[src/rtl/wrp_pkg.sv]
package wrp_pkg;

    // Parse phases, in the order the file lays them out
    typedef enum logic [2:0] {
        PH_RIFF  = 3'd0,
        PH_FSIZE = 3'd1,
        PH_WAVE  = 3'd2,
        PH_HDR   = 3'd3,
        PH_FMT   = 3'd4,
        PH_SKIP  = 3'd5,
        PH_DATA  = 3'd6,
        PH_HOLD  = 3'd7
    } wrp_phase_t;

    // Result status codes
    localparam logic [3:0] ST_NONE       = 4'd0;
    localparam logic [3:0] ST_AUDIO      = 4'd1;
    localparam logic [3:0] ST_DONE       = 4'd2;
    localparam logic [3:0] ST_BAD_RIFF   = 4'd3;
    localparam logic [3:0] ST_SHORT_SIZE = 4'd4;
    localparam logic [3:0] ST_BAD_WAVE   = 4'd5;
    localparam logic [3:0] ST_FMT_SHORT  = 4'd6;
    localparam logic [3:0] ST_NON_PCM    = 4'd7;
    localparam logic [3:0] ST_NO_FMT     = 4'd8;
    localparam logic [3:0] ST_DATA_TRUNC = 4'd9;
    localparam logic [3:0] ST_NO_CHUNKS  = 4'd10;

    // Tags as they arrive, first byte most significant
    localparam logic [31:0] TAG_RIFF = 32'h5249_4646;
    localparam logic [31:0] TAG_WAVE = 32'h5741_5645;
    localparam logic [31:0] TAG_FMT  = 32'h666D_7420;
    localparam logic [31:0] TAG_DATA = 32'h6461_7461;

    localparam logic [15:0] PCM_CODE     = 16'd1;
    localparam logic [31:0] FMT_BASE_LEN = 32'd16;

    typedef struct packed {
        logic [3:0]  status;
        logic [7:0]  audio_byte;
        logic [15:0] channel_count;
        logic [31:0] sample_rate;
        logic [15:0] bits_per_sample;
        logic [31:0] data_size;
    } wrp_result_t;

endpackage

[src/rtl/wrp_parse.sv]
module wrp_parse
    import wrp_pkg::*;
(
    input  logic        clk,
    input  logic        rst_n,
    input  logic        step,
    input  logic [7:0]  file_byte,
    input  logic        end_of_file,
    output wrp_result_t result
);

    wrp_phase_t  phase_reg, phase_next;
    logic [4:0]  idx_reg, idx_next;
    logic [31:0] tag_reg, tag_next;
    logic [31:0] size_reg, size_next;
    logic [32:0] remain_reg, remain_next;
    logic        fmt_seen_reg, fmt_seen_next;
    logic [15:0] fmt_code_reg, fmt_code_next;
    logic [15:0] chan_reg, chan_next;
    logic [31:0] rate_reg, rate_next;
    logic [15:0] bits_reg, bits_next;
    logic [31:0] dsize_reg, dsize_next;

    logic [4:0]  idx_inc;
    logic [31:0] tag_push;
    logic [31:0] size_push;
    logic [32:0] remain_dec;
    logic [32:0] unknown_len;
    logic [32:0] fmt_extra;
    logic        pcm_bad;
    logic [3:0]  status;
    logic [7:0]  audio;

    assign idx_inc     = idx_reg + 5'd1;
    assign tag_push    = {tag_reg[23:0], file_byte};
    assign size_push   = {file_byte, size_reg[31:8]};
    assign remain_dec  = remain_reg - 33'd1;
    // Unknown chunks pad to even length; 33 bits keep the largest size from wrapping
    assign unknown_len = {1'b0, size_push} + {32'd0, size_push[0]};
    assign fmt_extra   = (size_reg > FMT_BASE_LEN) ? {1'b0, size_reg - FMT_BASE_LEN} : 33'd0;
    assign pcm_bad     = (idx_reg == 5'd1) && ({file_byte, fmt_code_reg[7:0]} != PCM_CODE);

    // Next phase
    always_comb
    begin
        phase_next = phase_reg;
        unique case (phase_reg)
            PH_RIFF:
            begin
                if (idx_reg == 5'd3)
                    phase_next = (tag_push == TAG_RIFF) ? PH_FSIZE : PH_HOLD;
            end
            PH_FSIZE:
            begin
                if (idx_reg == 5'd3)
                    phase_next = PH_WAVE;
            end
            PH_WAVE:
            begin
                if (idx_reg == 5'd3)
                    phase_next = (tag_reg[23:0] == TAG_WAVE[31:8] && file_byte == TAG_WAVE[7:0])
                                 ? PH_HDR : PH_HOLD;
            end
            PH_HDR:
            begin
                if (idx_reg == 5'd7)
                begin
                    priority if (tag_reg == TAG_FMT)
                        phase_next = PH_FMT;
                    else if (tag_reg == TAG_DATA)
                        phase_next = (!fmt_seen_reg || size_push == 32'd0) ? PH_HOLD : PH_DATA;
                    else
                        phase_next = (unknown_len != 33'd0) ? PH_SKIP : PH_HDR;
                end
            end
            PH_FMT:
            begin
                priority if (pcm_bad)
                    phase_next = PH_HOLD;
                else if (idx_reg == 5'd15)
                    phase_next = (fmt_extra != 33'd0) ? PH_SKIP : PH_HDR;
                else
                    phase_next = PH_FMT;
            end
            PH_SKIP:
            begin
                if (remain_dec == 33'd0)
                    phase_next = PH_HDR;
            end
            PH_DATA:
            begin
                if (remain_dec == 33'd0)
                    phase_next = PH_HOLD;
            end
            PH_HOLD:
            begin
                phase_next = PH_HOLD;
            end
        endcase
    end

    // Datapath and result
    always_comb
    begin
        idx_next      = idx_reg;
        tag_next      = tag_reg;
        size_next     = size_reg;
        remain_next   = remain_reg;
        fmt_seen_next = fmt_seen_reg;
        fmt_code_next = fmt_code_reg;
        chan_next     = chan_reg;
        rate_next     = rate_reg;
        bits_next     = bits_reg;
        dsize_next    = dsize_reg;
        status        = ST_NONE;
        audio         = 8'd0;

        unique case (phase_reg)
            PH_RIFF, PH_WAVE:
            begin
                tag_next = tag_push;
                idx_next = (idx_reg == 5'd3) ? 5'd0 : idx_inc;
                if (idx_reg == 5'd3 && phase_next == PH_HOLD)
                    status = (phase_reg == PH_RIFF) ? ST_BAD_RIFF : ST_BAD_WAVE;
            end
            PH_FSIZE:
            begin
                size_next = size_push;
                idx_next  = (idx_reg == 5'd3) ? 5'd0 : idx_inc;
            end
            PH_HDR:
            begin
                if (idx_reg < 5'd4)
                    tag_next = tag_push;
                else
                    size_next = size_push;
                idx_next = idx_inc;
                if (idx_reg == 5'd7)
                begin
                    idx_next = 5'd0;
                    priority if (tag_reg == TAG_FMT)
                        idx_next = 5'd0;
                    else if (tag_reg == TAG_DATA)
                    begin
                        priority if (!fmt_seen_reg)
                            status = ST_NO_FMT;
                        else
                        begin
                            dsize_next = size_push;
                            if (size_push == 32'd0)
                                status = ST_DONE;
                            else
                                remain_next = {1'b0, size_push};
                        end
                    end
                    else
                        remain_next = unknown_len;
                end
            end
            PH_FMT:
            begin
                unique case (idx_reg)
                    5'd0:    fmt_code_next[7:0] = file_byte;
                    5'd1:    fmt_code_next[15:8] = file_byte;
                    5'd2:    chan_next[7:0] = file_byte;
                    5'd3:    chan_next[15:8] = file_byte;
                    5'd4:    rate_next[7:0] = file_byte;
                    5'd5:    rate_next[15:8] = file_byte;
                    5'd6:    rate_next[23:16] = file_byte;
                    5'd7:    rate_next[31:24] = file_byte;
                    5'd14:   bits_next[7:0] = file_byte;
                    5'd15:   bits_next[15:8] = file_byte;
                    default: ;
                endcase
                priority if (pcm_bad)
                begin
                    idx_next = 5'd0;
                    status   = ST_NON_PCM;
                end
                else if (idx_reg == 5'd15)
                begin
                    idx_next      = 5'd0;
                    fmt_seen_next = 1'b1;
                    remain_next   = fmt_extra;
                end
                else
                    idx_next = idx_inc;
            end
            PH_SKIP:
            begin
                remain_next = remain_dec;
            end
            PH_DATA:
            begin
                audio       = file_byte;
                remain_next = remain_dec;
                status      = (remain_dec == 33'd0) ? ST_DONE : ST_AUDIO;
            end
            PH_HOLD:
            begin
                status = ST_NONE;
            end
        endcase

        // Early end of file: name the read that would fail next
        if (end_of_file && status < ST_DONE)
        begin
            unique case (phase_next)
                PH_RIFF:  status = ST_BAD_RIFF;
                PH_FSIZE: status = ST_SHORT_SIZE;
                PH_WAVE:  status = ST_BAD_WAVE;
                PH_FMT:   status = ST_FMT_SHORT;
                PH_DATA:
                begin
                    status = ST_DATA_TRUNC;
                    audio  = 8'd0;
                end
                PH_HDR, PH_SKIP: status = ST_NO_CHUNKS;
                PH_HOLD:  status = ST_NONE;
            endcase
        end
    end

    assign result = {status, audio, chan_next, rate_next, bits_next, dsize_next};

    // Advance on each byte; a byte marked last restarts the parser
    always_ff @(posedge clk or negedge rst_n)
    begin
        if (!rst_n)
        begin
            phase_reg    <= PH_RIFF;
            idx_reg      <= 5'd0;
            tag_reg      <= 32'd0;
            size_reg     <= 32'd0;
            remain_reg   <= 33'd0;
            fmt_seen_reg <= 1'b0;
            fmt_code_reg <= 16'd0;
            chan_reg     <= 16'd0;
            rate_reg     <= 32'd0;
            bits_reg     <= 16'd0;
            dsize_reg    <= 32'd0;
        end
        else if (step)
        begin
            if (end_of_file)
            begin
                phase_reg    <= PH_RIFF;
                idx_reg      <= 5'd0;
                tag_reg      <= 32'd0;
                size_reg     <= 32'd0;
                remain_reg   <= 33'd0;
                fmt_seen_reg <= 1'b0;
                fmt_code_reg <= 16'd0;
                chan_reg     <= 16'd0;
                rate_reg     <= 32'd0;
                bits_reg     <= 16'd0;
                dsize_reg    <= 32'd0;
            end
            else
            begin
                phase_reg    <= phase_next;
                idx_reg      <= idx_next;
                tag_reg      <= tag_next;
                size_reg     <= size_next;
                remain_reg   <= remain_next;
                fmt_seen_reg <= fmt_seen_next;
                fmt_code_reg <= fmt_code_next;
                chan_reg     <= chan_next;
                rate_reg     <= rate_next;
                bits_reg     <= bits_next;
                dsize_reg    <= dsize_next;
            end
        end
    end

`ifndef SYNTH
    a_restart: assert property (@(posedge clk) disable iff (!rst_n)
        step && end_of_file |=> phase_reg == PH_RIFF && idx_reg == 5'd0 && !fmt_seen_reg)
        else $error("parser did not restart after last byte");

    a_skip_nonzero: assert property (@(posedge clk) disable iff (!rst_n)
        (phase_reg == PH_SKIP || phase_reg == PH_DATA) |-> remain_reg != 33'd0)
        else $error("skip or data phase with nothing remaining");

    a_idx_range: assert property (@(posedge clk) disable iff (!rst_n)
        (phase_reg == PH_HDR |-> idx_reg < 5'd8) and (phase_reg == PH_FMT |-> idx_reg < 5'd16))
        else $error("field index out of range");
`endif

endmodule

[src/rtl/wav_riff_stream_parser_top.sv]
// Channel   Dir  Payload                                          Handshake
// s_axis    in   tdata[7:0] file_byte, tlast end_of_file          tvalid/tready
// m_axis    out  tuser[3:0] status, tdata[103:0] audio and header tvalid/tready
//
// One request per cycle while m_axis is ready; every input byte yields exactly one result.
// Each request passes an input register, then the parse step and the result register.
// The parse step is a single state update per byte, so nothing limits throughput
// except downstream backpressure; the input register holds one byte while the
// result register waits, and both drain together when m_axis_tready returns.
// Reset (rst_n low, asynchronous) empties both registers and puts the parser
// at the RIFF tag; a request with tlast high returns the parser there after its result.
module wav_riff_stream_parser_top
    import wrp_pkg::*;
(
    input  logic         clk,
    input  logic         rst_n,
    input  logic         s_axis_tvalid,
    output logic         s_axis_tready,
    input  logic [7:0]   s_axis_tdata,   // [7:0] file_byte
    input  logic         s_axis_tlast,   // end_of_file
    output logic         m_axis_tvalid,
    input  logic         m_axis_tready,
    output logic [103:0] m_axis_tdata,   // [7:0] audio_byte, [23:8] channel_count,
                                         // [55:24] sample_rate, [71:56] bits_per_sample,
                                         // [103:72] data_size
    output logic [3:0]   m_axis_tuser    // [3:0] status
);

    logic        in_valid_reg;
    logic [7:0]  in_byte_reg;
    logic        in_last_reg;
    logic        out_valid_reg;
    wrp_result_t out_result_reg;

    logic        advance;
    logic        step;
    wrp_result_t result;

    // The result register frees up when empty or when its request is taken
    assign advance       = !out_valid_reg || m_axis_tready;
    assign step          = in_valid_reg && advance;
    assign s_axis_tready = !in_valid_reg || advance;

    // Input register: hold the byte while the result side stalls
    always_ff @(posedge clk or negedge rst_n)
    begin
        if (!rst_n)
        begin
            in_valid_reg <= 1'b0;
        end
        else if (s_axis_tready)
        begin
            in_valid_reg <= s_axis_tvalid;
        end
    end

    always_ff @(posedge clk)
    begin
        if (s_axis_tready && s_axis_tvalid)
        begin
            in_byte_reg <= s_axis_tdata;
            in_last_reg <= s_axis_tlast;
        end
    end

    wrp_parse u_parse (
        .clk         (clk),
        .rst_n       (rst_n),
        .step        (step),
        .file_byte   (in_byte_reg),
        .end_of_file (in_last_reg),
        .result      (result)
    );

    // Result register: advance when free, otherwise hold the pending request
    always_ff @(posedge clk or negedge rst_n)
    begin
        if (!rst_n)
        begin
            out_valid_reg <= 1'b0;
        end
        else if (advance)
        begin
            out_valid_reg <= in_valid_reg;
        end
    end

    always_ff @(posedge clk)
    begin
        if (step)
        begin
            out_result_reg <= result;
        end
    end

    assign m_axis_tvalid = out_valid_reg;
    assign m_axis_tuser  = out_result_reg.status;
    assign m_axis_tdata  = {out_result_reg.data_size,
                            out_result_reg.bits_per_sample,
                            out_result_reg.sample_rate,
                            out_result_reg.channel_count,
                            out_result_reg.audio_byte};

`ifndef SYNTH
    a_audio_zero: assert property (@(posedge clk) disable iff (!rst_n)
        m_axis_tvalid && m_axis_tuser != ST_AUDIO && m_axis_tuser != ST_DONE
        |-> m_axis_tdata[7:0] == 8'd0)
        else $error("audio byte set on a result that carries no audio");

    a_in_hold: assert property (@(posedge clk) disable iff (!rst_n)
        in_valid_reg && !advance |=> in_valid_reg && $stable(in_byte_reg))
        else $error("stalled input request lost");

    a_out_hold: assert property (@(posedge clk) disable iff (!rst_n)
        m_axis_tvalid && !m_axis_tready
        |=> m_axis_tvalid && $stable(m_axis_tdata) && $stable(m_axis_tuser))
        else $error("stalled result request changed");
`endif

endmodule

[config.mk]
export PLATFORM = sky130hd
export DESIGN_NAME = wav_riff_stream_parser_top
export DESIGN_NICKNAME = d
export VERILOG_FILES = /design/src/rtl/wrp_pkg.sv /design/src/rtl/wrp_parse.sv /design/src/rtl/wav_riff_stream_parser_top.sv
export SDC_FILE = /design/constraint.sdc
export NUM_CORES = 1
export LEC_CHECK = 0
export ABC_CLOCK_PERIOD_IN_PS = 4400
export BUFFER_PORTS_ARGS = -buffer_cell sky130_fd_sc_hd__buf_2
export CAP_MARGIN = 10
export CELL_PAD_IN_SITES_DETAIL_PLACEMENT = 0
export CELL_PAD_IN_SITES_GLOBAL_PLACEMENT = 1
export CORE_ASPECT_RATIO = 0.5
export CORE_MARGIN = 1.5
export CORE_UTILIZATION = 50
export CTS_BUF_LIST = sky130_fd_sc_hd__clkbuf_8
export DETAILED_ROUTE_END_ITERATION = 10
export GPL_ROUTABILITY_DRIVEN = 0
export HOLD_SLACK_MARGIN = 0.08
export PLACE_DENSITY_LB_ADDON = 0.1
export SKIP_CTS_REPAIR_TIMING = 1
export SLEW_MARGIN = 20
export SYNTH_ARGS = -nofsm -noshare
export SYNTH_HDL_FRONTEND = slang
export SYNTH_SLANG_ARGS = --single-unit
export TNS_END_PERCENT = 50
[constraint.sdc]
create_clock -name clk -period 4.4 [get_ports clk]
set_input_delay 0.44 -clock clk [delete_from_list [all_inputs] [get_ports clk]]
set_output_delay 0.44 -clock clk [all_outputs]
set_load 0.01 [all_outputs]
# Yosys cells after proc, flatten, opt, wreduce, memory -nomap -nowiden
# Cells that the tools add are included.
[word_totals] register_bits=329 in_bits=13 out_inout_bits=110
[classes] addsub=4 order_cmp=3 eq_ne=38 mux=81 n_reduce_logical=36
[ops] op="32-bit 2-to-1 mux" n=13
[ops] op="33-bit 2-to-1 mux" n=8
[ops] op="32-bit one-hot mux with 2 select lines" n=2
[ops] op="8-bit 2-to-1 mux" n=14
[ops] op="33-bit one-hot mux with 3 select lines" n=1
[ops] op="32-bit by 31-bit equality test with 1-bit output (second input constant)" n=3
[ops] op="33-bit nonzero test" n=2
[ops] op="16-bit 2-to-1 mux" n=4
[ops] op="3-bit 2-to-1 mux" n=17
[ops] op="32-bit by 1-bit adder with 33-bit output" n=1
[ops] op="33-bit logical NOT" n=1
[ops] op="33-bit by 1-bit subtractor with 33-bit output (second input constant)" n=1
[ops] op="32-bit by 5-bit > comparator with 1-bit output (second input constant)" n=1
[ops] op="32-bit logical NOT" n=1
[ops] op="32-bit by 5-bit subtractor with 32-bit output (second input constant)" n=1
[ops] op="4-bit one-hot mux with 7 select lines" n=1
[ops] op="5-bit 2-to-1 mux" n=5
[ops] op="24-bit by 23-bit equality test with 1-bit output (second input constant)" n=1
[ops] op="3-bit equality test (second input constant)" n=8
[ops] op="4-bit 2-to-1 mux" n=6
[ops] op="3-bit one-hot mux with 8 select lines" n=1
[ops] op="5-bit by 3-bit equality test with 1-bit output (second input constant)" n=4
[ops] op="16-bit by 1-bit inequality test with 1-bit output (second input constant)" n=1
[ops] op="4-bit one-hot mux with 4 select lines" n=1
[ops] op="other kinds (31)" n=64

# Depth between registers and ports, before layout
# Gate-level depths: netlist of the first run.
[logic_depth] word_depth=14 ltp_mapped=13 mapped_depth_nobuf=12

# By module
# A second synthesis of the first run with hierarchy kept.
[hier_totals] cells_unflattened=1584 area_unflattened_um2=16752.3
[by_module_without_submodules] mod="wrp_parse" n_inst=1 cells_per_inst=1459 area_each_um2=13135.1 seq_area_each_um2=5255.0
[by_module_without_submodules] mod="wav_riff_stream_parser_top" n_inst=1 cells_per_inst=125 area_each_um2=3617.2 seq_area_each_um2=3563.4

# Least setup slack after synthesis of the first run
# No wires, ideal clock.
[synth_path] path_kind="in2reg" start="input port m_axis_tready" end="register u_parse.size_reg[0]" setup_ns=0.145 arrival_time_ns=3.974 required_ns=4.255 slack_ns=0.281 path_stages=7 path_cell_list="nand2b_1 -> nand2_1 -> inv_1 -> o21ai_1 -> clkbuf_1 -> nand2_1 -> o31ai_1"
[synth_via] elab_chain_len=3
[synth_rtl] element="start: declaration" line="wav_riff_stream_parser_top.sv:22" source="input logic m_axis_tready,"
[synth_rtl] element="1-bit logical OR" line="wav_riff_stream_parser_top.sv:40" source="assign advance = !out_valid_reg || m_axis_tready;"
[synth_rtl] element="1-bit logical AND" line="wav_riff_stream_parser_top.sv:41" source="assign step = in_valid_reg && advance;"
[synth_rtl] element="named net step" line="wav_riff_stream_parser_top.sv:36" source="logic step;"
[synth_rtl] element="3-bit AND reduction (no source line)"
[synth_rtl] element="end signal: assignment" line="wrp_parse.sv:264" source="size_reg <= size_next;"
[synth_rtl] element="end: declaration" line="wrp_parse.sv:15" source="logic [31:0] size_reg, size_next;"
# The timed path passes the listed nets, and every way through them passes these cells.
# A chain may end at the register's enable or synchronous reset.

==> summary.md, run 1 <==
| Metric | Value |
|---|---|
| Status | `finished clean` |
| Grt ovf | `0` |
| Drt drc | `0` |
| Input/output buffers | `between 100 and 150` |
| Inserted Clock Buffers | `between 40 and 50` |
| Slew Viols, Final | `0` |
| Register bit total from synthesis | `329` |
| Nets | `1,810` |
| Seq pwr share | `0.365` |
| Post-Layout Cell Count | `2,263` |
| Width of the die | `263 um` |
| Pre-Repair DR Iteration Count | `6` |
| Post-synth top cells | `270 x nand2_1, 212 x dfrtp_1, 162 x o21ai_0` |
| Core Area | `33,200 um^2` |
| Power density cells | `between 500 and 600 nW/um^2` |
| EDFF count, synth | `117` |
| Worst path max stage delay | `0.61 ns` |
| Placed Cells | `2,163` |
| Yosys top cell area share | `0.313` |
| Clock Power Share | `0.228` |
| Maxcap violations | `0` |
| DR WL/cell | `23.1 um` |
| Required @ worst endpoint | `4.72 ns` |
| Skew final | `0.0330 ns` |
| Initial Util | `0.510` |
| Initial antenna violation count | `0` |
| Critical path peak fanout | `7` |
| Number of placement rows | `between 40 and 50` |
| Global-route wire length before repair | `around 81,000 um` |
| Leak | `8.24 nW` |
| Total GRT Usage | `0.295` |
| Vias per cell | `6.25` |
| CTS max path bufs | `3` |
| Antenna diode count | `0` |
| Clock Pin Slew Worst Setup and Hold Paths | `0.07 ns` |
| Top-count cell post-synth | `nand2_1` |
| Kind of critical path | `flop to flop` |
| Crit path from | `u_parse.remain_reg[25]` |
| P&R area growth vs syn | `13.9%` |
| Setup TNS | `0 ns` |
| CTS root buf | `clkbuf_8` |
| Top FF cell, synth | `dfrtp_1` |
| Multi-input gate area | `7570 um^2` |
| Hold Path Class | `primary input to flop` |
| Number of clock sinks | `329` |
| Register area share after synthesis | `0.521` |
| Fin. Hold Viols | `0` |
| Total Power | `11.2 mW` |
| Net Sw Frac | `0.414` |
| DP HPWL | `36,000 um` |
| Reg2reg end | `m_axis_tuser[2]` |
| H-tree Lvls | `2` |
| Via count | `14,100` |
| RSZ-0062 raised after global routing | `no` |
| Die ar. | `35,000 um^2` |
| Final min period | `roughly 4.1 ns` |
| Post-synth ARST share | `0.644` |
| Worst-margin pin slew | `1.04 ns` |
| R2R setup slack | `0.35 ns` |
| Max Freq | `247 MHz` |
| Cells after Synth | `1,659` |
| CTS tree | `yes` |
| Max_slew headroom | `0.304` |
| Endpoint class of the critical path | `flop` |
| Slowest cell on crit path | `or4_1` |
| Layout cell share with drive strength beyond 1 | `0.186` |
| Initial DRC Count | `1,613` |
| Crit path capture | `m_axis_tuser[2]` |
| Crit share post-route | `0.921` |
| Reg area | `approximately 8800 um^2` |
| Die H | `133 um` |
| Yosys top cell by area | `dfrtp_1` |
| Routed WL | `52,200 um` |
| Synth cell types | `80` |
| Crit path DAT | `4.37 ns` |
| Final setup viols | `0` |
| Worst-skew pair later-pin latency | `0.61 ns` |
| Antenna Nets Post-Route | `0` |
| Yosys synthesis warning count | `0` |
| Largest cells by area after synthesis | `dfrtp_1 31%, edfxtp_1 21%, nand2_1 6.0%, a22o_1 5.0%, o21ai_0 4.8%` |
| Max VDD drop | `around 0.44 mV` |
| Internal power | `6.56 mW` |
| Worst-path cell chain | `or4_1 -> or4_1 -> nor4_1 -> xor2_1 -> nor4_1 -> and3_1 -> and4b_1 -> nor2_1 -> a22o_1 -> o41a_1` |
| Reg2Reg Depth | `10` |
| Worst r2r src | `u_parse.remain_reg[25]` |
| Syn_nets | `between 1,500 and 2,000` |
| Net Switching | `4.64 mW` |
| Comb power frac | `0.407` |
| Max reg flops | `104` |
| Syn Area/Cell | `between 10 and 15 um^2` |
| Vias in the first global route | `between 10,000 and 15,000` |
| IO Count | `123` |
| Count of filler cells inserted in the layout | `2,869` |
| Startpoint class of the critical path | `flop` |
| Syn Std Cell Area | `16,900 um^2` |
| Maximum number of pins on one net before global-route repair | `93` |
## worst max-delay path, delay by kind of cell (launching register included)
family	cells	cell delay [ns]
simple gates	7	2.64
compound gates	2	0.53
flops	1	0.45
xor+xnor	1	0.16
## worst min-delay path by stage
| stage | start | to | slack (ns) | cells after the start |
|---|---|---|---|---|
| global placement | u_parse.tag_reg[26] | u_parse.tag_reg[26] | 0.46 | 2 |
| global route | m_axis_tready | in_valid_reg | 0.17 | 3 |
| detailed placement | u_parse.tag_reg[26] | u_parse.tag_reg[26] | 0.47 | 2 |
| floorplan | rst_n | in_valid_reg | 0.14 | 0 |
| finish | m_axis_tready | in_valid_reg | 0.15 | 3 |
| CTS | rst_n | u_parse.size_reg[14] | -0.07 | 1 |
## cells by family after synthesis
| group | after synthesis | synth area share |
|---|---|---|
| compound gates | 418 | 0.175 |
| simple gates | 613 | 0.182 |
| mux | 48 | 0.0317 |
| buf+inv | 151 | 0.0352 |
| flops | 329 | 0.521 |
| fa+ha+maj | 13 | 0.00961 |
| xor+xnor | 87 | 0.0450 |
## cells in the final DEF, fill, tap and decap left out, types with 29 or more instances in the layout
cell type and count:
o21ai_0 162, mux2_2 45, clkbuf_8 59, xor2_1 41
nor2_1 63, o31ai_1 38, nand3_1 37, xnor2_1 46
dfrtp_1 212, buf_2 121, nor3_1 44, buf_4 65
nand2_1 269, a22o_1 97, inv_1 40, nor4_1 29
edfxtp_1 117, nand4_1 35
## metrics by stage
step | hold slack [ns] | cell area, um^2 | utilization | setup slack (ns)
after detailed placement | 0.467 | 18200 | 0.547 | 0.194
after floorplan | 0.144 | 16900 | - | 0.281
after global routing | 0.174 | 19300 | 0.580 | 0.0666
after global placement | 0.455 | 18200 | 0.547 | 0.361
after CTS | -0.0710 | 19200 | 0.577 | 0.148
final | 0.149 | 19300 | 0.580 | 0.349
## power groups by stage
stage                     combinational [mW]  clock [mW]  sequential, mW
after floorplan                         3.12           0            3.91
after global placement                  4.41           0            4.11
after detailed placement                4.44           0            4.13
after CTS                               4.45        2.60            4.07
after global routing                    4.93        2.72            4.14
final                                   4.56        2.55            4.09
## cell type report
class                   count  share of cell area
clock buffers              58              0.0414
clock inverters            30             0.00973
repair buffers            200              0.0652
well taps                 441              0.0286
flip-flops and latches    329               0.457
multi-input cells        1179               0.393
inverters                  26             0.00519
## metal layers
metal	global-route usage	up-vias	wire, um
met3	0.0549	116	4250
met1	0.444	6931	24100
met5	0	-	0
li1	-	6407	-
met4	0.0861	0	1390
met2	0.436	692	22500
No activity file was read; power rests on OpenSTA's default activity.
==> inputs of run 2 (changes only) <==
Settings changed: PLACE_DENSITY set to 0.86, PLACE_DENSITY_LB_ADDON 0.1 to not set.
==> summary.md, run 2 (synthesis results as in run 1) <==
| Metric | Value |
|---|---|
| Status | `finished clean` |
| Crit share post-route | `0.939` |
| Commonest non-fill, non-tap cell in the layout | `nand2_1` |
| Hold path endpoint | `in_valid_reg` |
| Fin. Hold Viols | `0` |
| Width of the die | `~260 um` |
| Layout cell share with drive strength beyond 1 | `0.181` |
| Antenna Nets Post-Route | `0` |
| Hold Path Class | `primary input to flop` |
| P&R area growth vs syn | `13.4%` |
| RSZ-0062 raised after global routing | `no` |
| Clock Pin Slew Worst Setup and Hold Paths | `approximately 0.07 ns` |
| Max reg flops | `104` |
| Post-DP Area | `about 18,000 um^2` |
| Initial DRC Count | `1,779` |
| Antenna diode count | `0` |
| Leak | `approximately 8.2 nW` |
| CTS tree | `yes` |
| CTS max path bufs | `3` |
| Count of filler cells inserted in the layout | `2,839` |
| Number of placement rows | `47` |
| Worst-margin pin slew | `~1.1 ns` |
| Most frequent cells in the layout | `269 x nand2_1, 212 x dfrtp_1, 162 x o21ai_0, 121 x buf_2, 117 x edfxtp_1` |
| Drt drc | `0` |
| Total GRT Usage | `0.279` |
| Multi-input gate area | `7580 um^2` |
| Grt ovf | `0` |
| Final min period | `4.13 ns` |
| Startpoint class of the critical path | `flop` |
| CP top delay family | `simple AND/OR/NAND/NOR gates` |
| Inserted Clock Buffers | `roughly 50` |
| Maxcap violations | `0` |
| DP HPWL | `33,500 um` |
| Worst-path cell chain | `ha_1 -> nand4_1 -> nor4_2 -> xnor2_1 -> o31ai_1 -> or4_1 -> or4_4 -> o211ai_4 -> o21ai_2 -> o41ai_4 -> nor2_1` |
| Die H | `133 um` |
| Worst-skew pair later-pin latency | `0.62 ns` |
| Setup TNS | `0 ns` |
| Initial Util | `0.510` |
| Power density cells | `573 nW/um^2` |
| Pre-Repair DR Iteration Count | `7` |
| Worst r2r src | `u_parse.size_reg[9]` |
| Final instance area | `19,200 um^2` |
| H-tree Lvls | `2` |
| Maximum number of pins on one net before global-route repair | `102` |
| Final setup viols | `0` |
| Vias per cell | `about 6.3` |
| Reg2reg end | `m_axis_tdata[2]` |
| Nets | `1,803` |
| Max VDD drop | `between 0.4 and 0.5 mV` |
| End-of-flow core utilization | `0.578` |
| R2R setup slack | `0.27 ns` |
| CTS root buf | `clkbuf_8` |
| Core Area | `approximately 33,000 um^2` |
| Number of clock sinks | `329` |
| Worst hold path stage count | `3` |
| Hold_ws | `0.148 ns` |
| DR WL/cell | `21.8 um` |
| Hold_sp | `m_axis_tready` |
| Routed WL | `49,100 um` |
| Global-route wire length before repair | `between 70,000 and 80,000 um` |
| Kind of critical path | `flop to flop` |
| Crit path buf inv count | `0` |
| Required @ worst endpoint | `4.74 ns` |
| IO Count | `123` |
| Input/output buffers | `between 100 and 150` |
| Vias in the first global route | `13,700` |
| Slew Viols, Final | `0` |
| Slowest cell on crit path | `or4_4` |
| Worst path max stage delay | `0.56 ns` |
| Max Freq | `242 MHz` |
| Skew final | `0.0345 ns` |
| Reg area | `between 8000 and 9000 um^2` |
| Via count | `14,200` |
| Reg2Reg Depth | `11` |
| Crit path DAT | `4.47 ns` |
| Critical path peak fanout | `10` |
| Initial antenna violation count | `0` |
| Die ar. | `35,000 um^2` |
| Total Power | `11.0 mW` |
| Endpoint class of the critical path | `flop` |
| Max_slew headroom | `0.278` |
-- run 2: area by class of cell --
class                   instances  area share
inverters                      26     0.00521
flip-flops and latches        329       0.459
well taps                     441      0.0287
clock inverters                34     0.00945
clock buffers                  57      0.0409
repair buffers                192      0.0617
multi-input cells            1179       0.395
-- run 2: worst max path at each step --
stage                              startpoint                   to  slack, ns  cells after the start
after floorplan                 m_axis_tready  u_parse.size_reg[0]       0.28                      7
after global placement    u_parse.size_reg[9]      m_axis_tdata[0]       0.26                     11
after detailed placement  u_parse.size_reg[9]      m_axis_tdata[2]       0.07                     11
after CTS                 u_parse.size_reg[9]      m_axis_tdata[2]       0.04                     11
after global routing      u_parse.size_reg[9]      m_axis_tdata[2]       0.07                     11
final                     u_parse.size_reg[9]      m_axis_tdata[2]       0.27                     11
-- run 2: where the power goes --
| group | switching [mW] | internal [mW] |
|---|---|---|
| sequential | 0.536 | 3.55 |
| clock | 1.23 | 1.25 |
| combinational | 2.79 | 1.64 |
-- run 2: routing by layer --
metal | global-route usage | routed length [um]
met5 | 0 | 0
met4 | 0.0867 | 1270
met2 | 0.434 | 22400
met1 | 0.399 | 21400
met3 | 0.0525 | 4110
-- run 2: stage by stage --
step / cells / setup WS, ns
floorplan: 1659 / 0.281
global placement: 2156 / 0.261
detailed placement: 2156 / 0.0744
CTS: 2247 / 0.0424
global route: 2258 / 0.0651
finish: 2258 / 0.267
-- run 2: tightest hold or removal path, delay by kind of cell --
kind	cells	cell delay [ns]
and+or+nand+nor	2	0.19
buffers and inverters	1	0.08
